--- config.mk ---
export PLATFORM = sky130hd
export DESIGN_NAME = at_reply_matcher_with_retry
export DESIGN_NICKNAME = d
export VERILOG_FILES = /design/src/sv/atrm_pkg.sv /design/src/sv/at_reply_matcher_with_retry.sv
export SDC_FILE = /design/constraint.sdc
export NUM_CORES = 1
export LEC_CHECK = 0
export ABC_AREA = 1
export BUFFER_PORTS_ARGS = -buffer_cell sky130_fd_sc_hd__buf_2
export CORE_UTILIZATION = 35
export CTS_CLUSTER_DIAMETER = 100
export DETAILED_ROUTE_END_ITERATION = 7
export PLACE_DENSITY = 0.56
export SYNTH_ARGS = -nofsm -noshare
export SYNTH_HDL_FRONTEND = slang
export SYNTH_SLANG_ARGS = --single-unit
--- constraint.sdc ---
create_clock -name clock -period 8.4 [get_ports clock]
set_clock_uncertainty 0.15 [all_clocks]
set_input_delay 0.42 -clock clock [delete_from_list [all_inputs] [get_ports clock]]
set_output_delay 0.42 -clock clock [all_outputs]
set_load 0.05 [all_outputs]
--- src/sv/atrm_pkg.sv ---
`default_nettype none

package atrm_pkg;

   localparam int unsigned ReplyMax     = 8;
   localparam int unsigned LineMax      = 19;
   localparam int unsigned CharLow      = 25;   // bytes must lie above this
   localparam int unsigned CharHigh     = 128;  // and below this
   localparam int unsigned LineLenWidth = $clog2(LineMax + 1);
   localparam int unsigned ReplyWidth   = 64;
   localparam int unsigned RlenWidth    = 4;
   localparam int unsigned TimeWidth    = 32;
   localparam int unsigned TryWidth     = 8;
   localparam int unsigned ByteWidth    = 8;
   localparam int unsigned CsrAddrWidth = 2;
   localparam int unsigned CsrDataWidth = 64;

   typedef enum logic [1:0] {
      CMD_START = 2'd0,
      CMD_BYTE  = 2'd1,
      CMD_TICK  = 2'd2
   } cmd_type;

   typedef enum logic [1:0] {
      EV_SEND  = 2'd0,
      EV_MATCH = 2'd1,
      EV_FAIL  = 2'd2
   } event_type;

   typedef enum logic [CsrAddrWidth-1:0] {
      REG_EXPECTED_REPLY = 2'd0,
      REG_REPLY_LENGTH   = 2'd1,
      REG_TIMEOUT_MS     = 2'd2,
      REG_MAX_TRIES      = 2'd3
   } csr_index_type;

   typedef struct packed {
      event_type                event_res;
      logic [TryWidth-1:0]      attempt;
   } result_type;

   localparam logic [ReplyWidth-1:0] ReplyReset   = 64'd19279;
   localparam logic [RlenWidth-1:0]  RlenReset    = 4'd2;
   localparam logic [TimeWidth-1:0]  TimeoutReset = 32'd1000;
   localparam logic [TryWidth-1:0]   TriesReset   = 8'd1;

endpackage

`default_nettype wire

--- src/sv/at_reply_matcher_with_retry.sv ---
`default_nettype none

// Channel | dir | tdata (low bit up)  | tuser (low bit up)
// req_    | in  | [7:0] rx_byte       | [1:0] cmd
// rsp_    | out | [7:0] attempt       | [1:0] event_res
// csr_    | in  | csr_wdata[63:0] by csr_addr, written when csr_we is high
//
// One item per cycle while req_tready is high: every item is decoded and
// applied to the exchange state in the cycle it is accepted; a result lands
// in the output register, visible on the next cycle, or else in the skid entry.
// A two-entry output buffer (output register plus skid) keeps req_tready high
// while one result waits; it drops only when both entries are full.
// Synchronous active-high reset restores the register defaults and closes
// any open exchange.
module at_reply_matcher_with_retry (
   input  wire                               clock,
   input  wire                               reset,
   input  wire                               req_tvalid,
   output logic                              req_tready,
   input  wire  [7:0]                        req_tdata,   // [7:0] rx_byte
   input  wire  [1:0]                        req_tuser,   // [1:0] cmd
   output logic                              rsp_tvalid,
   input  wire                               rsp_tready,
   output logic [7:0]                        rsp_tdata,   // [7:0] attempt
   output logic [1:0]                        rsp_tuser,   // [1:0] event_res
   input  wire                               csr_we,
   input  wire  [atrm_pkg::CsrAddrWidth-1:0] csr_addr,
   input  wire  [atrm_pkg::CsrDataWidth-1:0] csr_wdata
);
   import atrm_pkg::*;

   // configuration
   logic [ReplyWidth-1:0]   reply_ff;
   logic [RlenWidth-1:0]    rlen_ff;
   logic [TimeWidth-1:0]    timeout_ff;
   logic [TryWidth-1:0]     tries_ff;

   // exchange state
   logic                    busy_ff, busy_in;
   logic [LineLenWidth-1:0] line_len_ff, line_len_in;
   logic                    prefix_ff, prefix_in;
   logic [TimeWidth-1:0]    elapsed_ff, elapsed_in;
   logic [TryWidth-1:0]     used_ff, used_in;

   // output buffer
   logic                    out_valid_ff, out_valid_in;
   result_type              out_data_ff, out_data_in;
   logic                    skid_valid_ff, skid_valid_in;
   result_type              skid_data_ff, skid_data_in;

   logic                    accept;
   logic                    take;
   logic                    res_valid;
   result_type              res;
   cmd_type                 cmd;
   logic [ByteWidth-1:0]    rx;
   logic [RlenWidth-1:0]    rl;
   logic [ByteWidth-1:0]    want;
   logic                    pos_in_reply;
   logic                    byte_ok;
   logic                    grow_prefix;
   logic [LineLenWidth-1:0] grow_len;
   logic [TimeWidth-1:0]    elapsed_inc;

   assign accept     = req_tvalid & req_tready;
   assign take       = rsp_tvalid & rsp_tready;
   assign req_tready = !skid_valid_ff;
   assign cmd        = cmd_type'(req_tuser);
   assign rx         = req_tdata;

   assign rl = (rlen_ff > RlenWidth'(ReplyMax)) ? RlenWidth'(ReplyMax) : rlen_ff;

   assign pos_in_reply = ({{(RlenWidth > LineLenWidth ? 1 : LineLenWidth - RlenWidth + 1){1'b0}},
                            rl} > {1'b0, line_len_ff}) ? 1'b1 : 1'b0;
   assign want    = reply_ff[ByteWidth*line_len_ff[2:0] +: ByteWidth];
   assign byte_ok = (rx > ByteWidth'(CharLow)) && ({1'b0, rx} < (ByteWidth+1)'(CharHigh))
                    && (line_len_ff < LineLenWidth'(LineMax));
   assign grow_prefix = prefix_ff && pos_in_reply && (want == rx);
   assign grow_len    = line_len_ff + LineLenWidth'(1);
   assign elapsed_inc = (elapsed_ff == '1) ? elapsed_ff : elapsed_ff + TimeWidth'(1);

   always_comb begin
      busy_in       = busy_ff;
      line_len_in   = line_len_ff;
      prefix_in     = prefix_ff;
      elapsed_in    = elapsed_ff;
      used_in       = used_ff;
      res_valid     = 1'b0;
      res.event_res = EV_SEND;
      res.attempt   = used_ff;
      if (accept) begin
         case (cmd)
            CMD_START: begin
               line_len_in = '0;
               prefix_in   = 1'b1;
               elapsed_in  = '0;
               res_valid   = 1'b1;
               if (tries_ff == '0) begin
                  busy_in       = 1'b0;
                  used_in       = '0;
                  res.event_res = EV_FAIL;
                  res.attempt   = '0;
               end else begin
                  busy_in       = 1'b1;
                  used_in       = TryWidth'(1);
                  res.event_res = EV_SEND;
                  res.attempt   = TryWidth'(1);
               end
            end
            CMD_BYTE: begin
               if (busy_ff && (elapsed_ff < timeout_ff)) begin
                  if (byte_ok) begin
                     if (grow_prefix && ({1'b0, grow_len} ==
                         (LineLenWidth+1)'(rl))) begin
                        busy_in       = 1'b0;
                        line_len_in   = '0;
                        prefix_in     = 1'b1;
                        res_valid     = 1'b1;
                        res.event_res = EV_MATCH;
                     end else begin
                        line_len_in = grow_len;
                        prefix_in   = grow_prefix;
                     end
                  end else begin
                     // compare before clearing: an empty reply matches here
                     line_len_in = '0;
                     prefix_in   = 1'b1;
                     if (prefix_ff && ({1'b0, line_len_ff} ==
                         (LineLenWidth+1)'(rl))) begin
                        busy_in       = 1'b0;
                        res_valid     = 1'b1;
                        res.event_res = EV_MATCH;
                     end
                  end
               end
            end
            CMD_TICK: begin
               if (busy_ff) begin
                  if (elapsed_inc < timeout_ff) begin
                     elapsed_in = elapsed_inc;
                  end else begin
                     line_len_in = '0;
                     prefix_in   = 1'b1;
                     elapsed_in  = '0;
                     res_valid   = 1'b1;
                     if (used_ff < tries_ff) begin
                        used_in       = used_ff + TryWidth'(1);
                        res.event_res = EV_SEND;
                        res.attempt   = used_ff + TryWidth'(1);
                     end else begin
                        busy_in       = 1'b0;
                        res.event_res = EV_FAIL;
                     end
                  end
               end
            end
            default: begin
            end
         endcase
      end
   end

   // output register with a skid entry behind it
   always_comb begin
      out_valid_in  = out_valid_ff;
      out_data_in   = out_data_ff;
      skid_valid_in = skid_valid_ff;
      skid_data_in  = skid_data_ff;
      if (!out_valid_ff || take) begin
         if (skid_valid_ff) begin
            out_valid_in  = 1'b1;
            out_data_in   = skid_data_ff;
            skid_valid_in = 1'b0;
         end else begin
            out_valid_in = res_valid;
            out_data_in  = res;
         end
      end else if (res_valid) begin
         skid_valid_in = 1'b1;
         skid_data_in  = res;
      end
   end

   always_ff @(posedge clock) begin
      if (reset) begin
         reply_ff   <= ReplyReset;
         rlen_ff    <= RlenReset;
         timeout_ff <= TimeoutReset;
         tries_ff   <= TriesReset;
      end else if (csr_we) begin
         case (csr_index_type'(csr_addr))
            REG_EXPECTED_REPLY: reply_ff   <= csr_wdata[ReplyWidth-1:0];
            REG_REPLY_LENGTH:   rlen_ff    <= csr_wdata[RlenWidth-1:0];
            REG_TIMEOUT_MS:     timeout_ff <= csr_wdata[TimeWidth-1:0];
            REG_MAX_TRIES:      tries_ff   <= csr_wdata[TryWidth-1:0];
            default: begin
            end
         endcase
      end
   end

   always_ff @(posedge clock) begin
      if (reset) begin
         busy_ff       <= 1'b0;
         line_len_ff   <= '0;
         prefix_ff     <= 1'b1;
         elapsed_ff    <= '0;
         used_ff       <= '0;
         out_valid_ff  <= 1'b0;
         skid_valid_ff <= 1'b0;
      end else begin
         busy_ff       <= busy_in;
         line_len_ff   <= line_len_in;
         prefix_ff     <= prefix_in;
         elapsed_ff    <= elapsed_in;
         used_ff       <= used_in;
         out_valid_ff  <= out_valid_in;
         skid_valid_ff <= skid_valid_in;
      end
   end

   always_ff @(posedge clock) begin
      out_data_ff  <= out_data_in;
      skid_data_ff <= skid_data_in;
   end

   assign rsp_tvalid = out_valid_ff;
   assign rsp_tdata  = out_data_ff.attempt;
   assign rsp_tuser  = out_data_ff.event_res;

   a_skid_behind_out: assert property (@(posedge clock) disable iff (reset)
      skid_valid_ff |-> out_valid_ff)
      else $error("skid entry held while output register empty");

   a_line_bound: assert property (@(posedge clock) disable iff (reset)
      line_len_ff <= LineLenWidth'(LineMax))
      else $error("line longer than its limit");

   a_idle_line_clear: assert property (@(posedge clock) disable iff (reset)
      !busy_ff |-> (line_len_ff == '0 && prefix_ff))
      else $error("line not cleared while no exchange is open");

   // max_tries may be lowered mid-exchange, so only a nonzero attempt is implied
   a_busy_has_attempt: assert property (@(posedge clock) disable iff (reset)
      busy_ff |-> (used_ff != '0))
      else $error("open exchange without a valid attempt number");

   a_full_stalls: assert property (@(posedge clock) disable iff (reset)
      (out_valid_ff && skid_valid_ff && !rsp_tready) |=> $stable(out_data_ff))
      else $error("output item changed while stalled");

endmodule

`default_nettype wire

# [Word-level counts from Yosys, hierarchy flattened]
# Cells that the tools add are included.
[classes] reduce_logical=25 order_cmp=8 mux=53 mul=0 div_mod_pow=0 bitwise=3 shifts=1 eq_ne=14 n_addsub=3
[op_table] op="$mux 32" n=3
[op_table] op="$lt 32x32->1" n=2
[op_table] op="$pmux 32 s2" n=1
[op_table] op="$shiftx 64x7->8" n=1
[op_table] op="$mux 10" n=5
[op_table] op="$add 32x1->32 const B" n=1
[op_table] op="$eq 32x32->1 const B" n=1
[op_table] op="$pmux 8 s2" n=2
[op_table] op="$mux 1" n=25
[op_table] op="$mux 5" n=5
[op_table] op="$mux 8" n=3
[op_table] op="$pmux 5 s3" n=1
[op_table] op="$eq 5x4->1" n=2
[op_table] op="$reduce_and 2->1" n=5
[op_table] op="$reduce_and 5->1" n=2
[op_table] op="$pmux 1 s3" n=3
[op_table] op="$add 8x1->8 const B" n=1
[op_table] op="$eq 8x8->1" n=1
[op_table] op="$gt 8x5->1 const B" n=1
[op_table] op="$logic_not 8->1" n=1
[op_table] op="$lt 8x8->1" n=1
[op_table] op="$lt 8x8->1 const B" n=1
[op_table] op="$logic_and 1x1->1" n=7
[op_table] op="$eq 2x2->1 const B" n=3
[op_table] op="20 further kinds" n=29
[totals] memories=0 regBits=177 mem_bits_ro=0 out_inout_bits=12 latchBits=0 ramBits=0

# [Longest topological paths before layout]
# Gate-level depths: netlist of run 1.
[logic_depth] ltp_word=13 ltp_mapped=29 mapped_depth_nobuf=29

# [Worst setup path before layout of run 1]
# No wires, ideal clock.
[synth_timing] path_type="reg-to-reg" start="register elapsed_ff[0]" end="register out_data_ff (netlist bit rsp_tdata[5]) (data pin)" arrival_time_ns=3.904 period_less_slack_ns=4.311 setup_ns=0.256 slack_ns=4.089 path_stages_with_launch=28 t_required_ns=7.994 path_cell_list="dfxtp_1 ha_1 nand2_1 nor2_1 nand2_1 nor2_4 nand2_4 nand3_2 nor2_2 and3_1 nand3_2 nor2_2 nand3_2 nor3_1 xor2_1 ha_1 a21oi_1 o21ai_0 nand3_1 a21oi_1 a2111oi_0 nand2_2 and3_1 buf_4 o21ai_1 o21ai_2 nand2_1 nand2_1"
[synth_lines] element="from (decl)" line="at_reply_matcher_with_retry.sv:42" rtl="logic [TimeWidth-1:0] elapsed_ff, elapsed_in;"
[synth_lines] element="from (signal assigned)" line="at_reply_matcher_with_retry.sv:215" rtl="elapsed_ff <= elapsed_in;"
[synth_lines] element="to (signal assigned)" line="at_reply_matcher_with_retry.sv:223" rtl="out_data_ff <= out_data_in;"
[synth_lines] element="to (decl)" line="at_reply_matcher_with_retry.sv:47" rtl="result_type out_data_ff, out_data_in;"

# [Worst setup path in the final report of run 1]
[layout_timing] start="register elapsed_ff[0]" end="register elapsed_ff[23]"
[layout_between] elab_chain_len=6 word_cells_on_any_way=7 classes_between="add/sub (1); order compare (1); eq/ne (1); mux (4)"
[layout_rtl] element="$add 32x1->32 or $eq 32x32->1 (tied branches)" line="at_reply_matcher_with_retry.sv:80" rtl="assign elapsed_inc = (elapsed_ff == '1) ? elapsed_ff : elapsed_ff + TimeWidth'(1);"
[layout_rtl] element="$mux 32 *" line="at_reply_matcher_with_retry.sv:80"
[layout_rtl] element="$lt 32x32->1" line="at_reply_matcher_with_retry.sv:139" rtl="if (elapsed_inc < timeout_ff) begin"
[layout_rtl] element="$mux 32 *" line="at_reply_matcher_with_retry.sv:139"
[layout_rtl] element="$mux 32 *" line="at_reply_matcher_with_retry.sv:138" rtl="if (busy_ff) begin"
[layout_rtl] element="$pmux 32 s2 *" line="at_reply_matcher_with_retry.sv:92" rtl="case (cmd)"
# Every way passes the cells marked *; elsewhere a longest branch is shown, timed or not. The select of a mux whose other input is x is not followed.
# A chain may end at the register's enable or synchronous reset.

==> results of run 1 <==
-- layer usage --
metal | global-route usage [%] | share of wire [%] | wire length [um]
met1 | 25.4 | 47 | 12900
met2 | 33.8 | 49 | 13200
met3 | 2.73 | 3.0 | 828
met4 | 4.66 | 1.3 | 350
met5 | 0 | 0 | 0
-- final cells by class --
| class | count | area share, % |
|---|---|---|
| tap | 378 | 4.23 |
| multi-input combinational | 989 | 48.2 |
| timing repair buffer | 101 | 4.72 |
| clock buffer | 18 | 3.93 |
| sequential | 177 | 33.5 |
| inverter | 125 | 4.19 |
| clock inverter | 14 | 1.31 |
-- path summary, 6_finish.rpt --
path / depth (start not counted) / slack [ns] / endpoint
max: 25 / 3.32 / elapsed_ff[23]
max reg2reg: 25 / 3.32 / elapsed_ff[23]
min reg2reg: 2 / 0.31 / reply_ff[8]
min: 3 / 0.06 / reply_ff[39]
-- through the flow --
step / area [sq um] / cells / total power, W / setup WS [ns]
after global routing: 11200 / 1802 / 0.00201 / 2.79
after global placement: 10600 / 1770 / 0.00114 / 3.49
after floorplan: 9850 / 1350 / 0.00106 / 4.09
after detailed placement: 10600 / 1770 / 0.00115 / 3.41
after CTS: 11200 / 1802 / 0.00195 / 3.38
final: 11200 / 1802 / 0.00193 / 3.32
-- sequential cells by signal, summed over array words and instances, names as in the netlist --
register and count:
rlen_ff 4, timeout_ff 32, used_ff 8, prefix_ff 1
rsp_tuser 2, rsp_tdata 8, rsp_tvalid 1, tries_ff 8
line_len_ff 5, reply_ff 64, skid_data_ff 10, elapsed_ff 32
skid_valid_ff 1, busy_ff 1
-- cell families after synthesis --
kind of cell               after synthesis
DFF                                    177
and+or+nand+nor                        557
adders and majority gates               80
xor gates and xnor gates                33
buffers and inverters                  184
AOI/OAI and AO/OA                      319
-- worst reg2reg max path, cell delays in order, from the launching register on --
cell and delay [ns]:
dfxtp_1 0.35, ha_1 0.22, nand2_1 0.10, nor2_1 0.07
nand2_1 0.12, nor2_4 0.07, nand2_4 0.11, nand3_2 0.10
nor2_2 0.13, and3_1 0.22, nand3_2 0.11, nor2_2 0.17
nand3_2 0.14, nor3_1 0.21, xor2_1 0.23, ha_1 0.28
a21oi_1 0.12, o21ai_0 0.09, nand3_1 0.07, a21oi_1 0.07
a2111oi_0 0.82, nand2_2 0.26, nor3_4 0.17, buf_4 0.37
nand2_1 0.11, a21oi_1 0.16
-- cell usage in the layout (no fill, tap or decap), types with 2 or more instances in the layout --
| cell | n |
|---|---|
| nor2_1 | 209 |
| or2_2 | 4 |
| xor2_1 | 20 |
| o21ai_0 | 149 |
| nor3_1 | 16 |
| nor4_1 | 8 |
| ha_1 | 80 |
| and2_1 | 2 |
| o22ai_1 | 7 |
| dfxtp_1 | 157 |
| a21oi_1 | 114 |
| and3_1 | 2 |
| o21ai_1 | 2 |
| inv_1 | 120 |
| clkinv_4 | 2 |
| nor2_4 | 5 |
| nand4_1 | 13 |
| edfxtp_1 | 20 |
| inv_2 | 6 |
| nand2_2 | 7 |
| buf_4 | 9 |
| inv_6 | 6 |
| clkinvlp_4 | 2 |
| nand2_1 | 241 |
| a31oi_1 | 2 |
| nand3_2 | 3 |
| o221ai_1 | 4 |
| a211oi_1 | 4 |
| nor2_2 | 4 |
| o21ai_2 | 6 |
| buf_2 | 92 |
| o211ai_1 | 18 |
| a21boi_0 | 2 |
| xnor2_1 | 13 |
| clkbuf_16 | 17 |
| o21a_1 | 3 |
| nand3_1 | 38 |
-- power by group through the flow --
| stage | Sequential [W] | Clock, W | Combinational, W |
|---|---|---|---|
| 2_1_floorplan | 0.000919 | 0 | 0.000144 |
| 3_3_place_gp | 0.000920 | 0 | 0.000224 |
| 3_5_place_dp | 0.000920 | 0 | 0.000226 |
| 4_1_cts | 0.000901 | 0.000821 | 0.000227 |
| 5_1_grt | 0.000904 | 0.000856 | 0.000255 |
| 6_report | 0.000901 | 0.000805 | 0.000226 |
==> metrics.cfg, run 1 <==
[outcome]
status=completed

[cts]
ctsResizeCount=0
clockRootBuffer=clkbuf_16
htreeDepth=4
cts_buffers=17
path_clk_slew_ns=0.07
clk_latency_ns=0.43
cts_tree=yes
postCtsHoldBufs=0
clock-sinks=177
post-cts-setup-buffers=0
max-clock-path-buffers=2

[worst_setup_path]
worst_path_max_delay_cell=a2111oi_0
slowest_delay_ns=0.82
r2r-start=elapsed_ff[0]
setup.worst_path.end_class=flop
start_kind=flop
critPathTopFamily=simple AND/OR/NAND/NOR gates
criticalPathCategory=reg2reg
cp.arrival_ns=5.28
cp_num_buf_inv=1
critical_path_peak_fanout=32
cp.required_ns=8.60
crit_start=elapsed_ff[0]

[synth]
synth_edf_count=20
synth_xor_area_share_pct=2.94
synth.most_common_cell=nand2_1
synth-adder-area-share_pct=10.2
synth_seq_cells=177
synth-compound-area-share_pct=17.7
synth_cell_type_count=48
async_flop_share_pct=0
post-synth-top-area-cell=dfxtp_1
synth_cells=1350
synth.cells.most_frequent=nand2_1, nor2_1, dfxtp_1, o21ai_0, inv_1
muxShareOfSynthArea_pct=0
ys.warnings.count=0
yosys.area_share.simple_pct=23.9
ys_seq_area_share_pct=38.0
synthDominantCellAreaShare_pct=31.9
synth_area_leaders=dfxtp_1, ha_1, nand2_1
syn_area_sq_um=9850
syn-num-nets=1511
synth_flop_cell=dfxtp_1
synth_top_family_by_area=simple AND/OR/NAND/NOR gates
postSynthAreaPerCell_sq_um=7.29

[timing]
finalMaxSlewViolations=0
hold_viol_final=0
slew_headroom_pct=30.5
period_share_pct=60.5
finalCriticalPeriod_ns=5.08
fmax_mhz=197
rsz0062_at_grt=no
tightest_slew_ns=1.04
timing.hold.ws_ns=0.0555
setup_viol=0
setup_tns_ns=0

[global_route]
grt_max_degree=103
grt_first_pass_wirelength_um=44400
antenna_found_initial=0
grt-ovfl-total=0
track_usage_pct=19.5
first_global_vias=8466

[floorplanning]
ios=93
fp.coreArea_sq_um=27700
die_h_um=170
dieArea_sq_um=28800
rows=61
start_util_pct=35.5
die_w_um=170

[power]
p_leak_nw=4.90
p_switching_w=0.000546
seq_power_share_pct=46.6
netSwitchingFraction_pct=28.3
p_clk_share_pct=41.7
p_per_area_nw_per_um2=173
comb_power_share_pct=11.7
p_int_w=0.00139
vdd_ir_drop_max_mv=0.114

[detailed_routing]
vias=8836
firstDrtPassIters=5
post_drt_via_cell_ratio=4.90
wl_per_cell_um=15.1
antenna_left=0
drc=0
drt_iter0_drc=537
totalWireLength_um=27300

[worst_hold_path]
hold_path.class=in2reg
hp-start=csr_wdata[39]

[layout]
n_fill_cell=2913
finalNetCount=1572
seq_area_sq_um=3740
multi_input_area_sq_um=5390
syn_to_final_growth_pct=13.6
layout-drive-gt1-share_pct=12.1
final_util_pct=40.4
num_antenna_cells=0

[place]
io_buffers=92
routabilityCongestion=0.849
dpl.hpwl_um=19900

[job]
cap_violations=0

(Power assumes the default switching activity.)
==> run 2: changes to the inputs <==
Settings changed: PLACE_DENSITY 0.56 to 0.58.
Clock period 8.4 ns to 4.2 ns, I/O delays scaled along.
==> run 2 against run 1 <==
  * The flow now finishes with violations (negative setup slack)
  * Highest routed layer unchanged
  * Critical path depth rose by 2
  * Sequential share of layout area decreased by 4.4 points
  * Register-to-register slack worse by 3.3 ns
  * Via count rose by 7.1%
  * First-iteration DRC count down 12%
  * Die area unchanged
  * Routed wire length grew 7.8%
==> metrics.cfg, run 2 (synthesis results as in run 1) <==
[worst_setup_path]
critical_path_peak_fanout=16
criticalPathCategory=reg2reg
cp.required_ns=4.42
start_kind=flop
setup.worst_path.end_class=flop
reg2reg_depth=27
cp.arrival_ns=4.42

[cts]
cts_tree=yes
cts_buffers=17
htreeDepth=4
max-clock-path-buffers=2
clk_latency_ns=0.45
clockRootBuffer=clkbuf_16
path_clk_slew_ns=0.07
clock-sinks=177

[floorplanning]
rows=61
die_w_um=170
fp.coreArea_sq_um=27700
dieArea_sq_um=28800
die_h_um=170
ios=93
start_util_pct=35.5

[layout]
layout_commonest_cell=nand2_1
reg.largest.list=reply_ff: 64 flops, elapsed_ff: 32 flops, timeout_ff: 32 flops
final_cell_mix=nand2_1, nor2_1, dfxtp_1, o21ai_0, inv_1
finalNetCount=1706
syn_to_final_growth_pct=31.2
multi_input_area_sq_um=5780
regMostFlops=reply_ff
layout-drive-gt1-share_pct=19.8
final_util_pct=46.6
largest_reg_flops=64
seq_area_sq_um=3750
num_antenna_cells=0
n_fill_cell=2709

[timing]
hold_viol_final=0
fin_ws_ns=-0.00188
fmax_mhz=238
slew_headroom_pct=28.7
tightest_slew_ns=1.07
finalCriticalPeriod_ns=4.20
finalMaxSlewViolations=0
rsz0062_at_grt=yes
period_share_pct=100
timing.hold.ws_ns=0.0155
setup_viol=1

[detailed_routing]
met2RoutedLength_um=14500
wl_per_cell_um=15.2
antenna_left=0
firstDrtPassIters=5
post_drt_via_cell_ratio=4.89
drt_iter0_drc=475
totalWireLength_um=29400
vias=9463
wirelength_met1_um=13400
highest_layer=met4
drc=0
dr_wl_met3_um=1090

[global_route]
track_usage_pct=20.4
grt-ovfl-total=0
antenna_found_initial=0
grt_max_degree=105
first_global_vias=9024
grt_first_pass_wirelength_um=46200

[outcome]
violations=negative setup slack
status=finished with violations

[worst_hold_path]
hold_path.class=in2reg
holdPathStages=3

[place]
io_buffers=92
routabilityCongestion=0.853
dpl.hpwl_um=20200

[power]
vdd_ir_drop_max_mv=0.235
p_per_area_nw_per_um2=315
p_leak_nw=5.73

[job]
cap_violations=0

==> run 2: cell count changes in the layout (fill, tap and decap cells not counted), sizes merged <==
cell	previous run	this run
buf	101	168
bufinv	1	3
clkinv	3	1
clkbuf	18	20
dlygate4sd3	0	65
==> run 2: what timing repair did <==
item / in CTS / in global routing
endpoints found under the setup margin: 22 / 77
hold buffers: 65 / 0
pin swaps: 3 / 38
cloned: 0 / 3
hold endpoints to repair: 97 / 0
resized for setup: 7 / 94
buffers inserted: 4 / 12
==> run 2: layer usage <==
layer	up-vias	track usage [%]
met5	-	0
met4	0	5.80
met3	22	3.29
met2	191	35.3
li1	4877	-
met1	4373	25.9
==> run 2: worst max-delay path, cell delays in order (launching register included) <==
cell and delay [ns]:
dfxtp_4 0.36, ha_4 0.17, nand2_4 0.05, nor2_2 0.04, nand2_2 0.09, nor2_4 0.05
nand2_4 0.06, nand3_2 0.08, nor2_2 0.13, and3_4 0.21, nand3_4 0.07, nor2_4 0.15
nand3_4 0.13, nor3_4 0.21, xor2_2 0.19, ha_1 0.27, a21oi_1 0.16, o21ai_1 0.09
nand3_1 0.10, a21oi_2 0.07, a2111oi_2 0.33, buf_4 0.20, nand2_4 0.08, nor3_4 0.16
buf_12 0.15, clkbuf_16 0.18, nand2_1 0.06, a21oi_1 0.12
==> run 2: through the flow <==
| stage | cell area, sq um | worst slack (ns) | TNS (ns) | power [W] | cells |
|---|---|---|---|---|---|
| finish | 12900 | -0.00188 | -0.00188 | 0.00408 | 1936 |
| CTS | 12400 | 0.0135 | 0 | 0.00408 | 1922 |
| global placement | 11000 | 0.00155 | 0 | 0.00230 | 1821 |
| detailed placement | 11000 | -0.0459 | -0.596 | 0.00231 | 1821 |
| floorplan | 9850 | 0.107 | 0 | 0.00213 | 1350 |
| global route | 12900 | -0.226 | -10.86 | 0.00424 | 1936 |
==> run 2: final timing paths <==
path                 startpoint  slack [ns]        endpoint
setup / recovery  elapsed_ff[0]      -0.002  elapsed_ff[29]
hold / removal      csr_addr[1]        0.02      rlen_ff[1]
setup reg to reg  elapsed_ff[0]      -0.002  elapsed_ff[29]
hold reg to reg    reply_ff[11]        0.31    reply_ff[11]
==> run 2: power breakdown <==
part / internal (W) / total [W] / switching, W
logic: 0.000207 / 0.000535 / 0.000327
clock network: 0.000993 / 0.00174 / 0.000749
registers: 0.00177 / 0.00180 / 0.0000324
==> run 2: final cells by class <==
class / count / share of cell area (%)
Clock buffer: 18 / 3.49
Clock inverter: 14 / 1.46
Inverter: 125 / 3.65
Multi-Input combinational cell: 989 / 44.7
Sequential cell: 177 / 29.0
Tap cell: 378 / 3.66
Timing Repair Buffer: 235 / 14.0
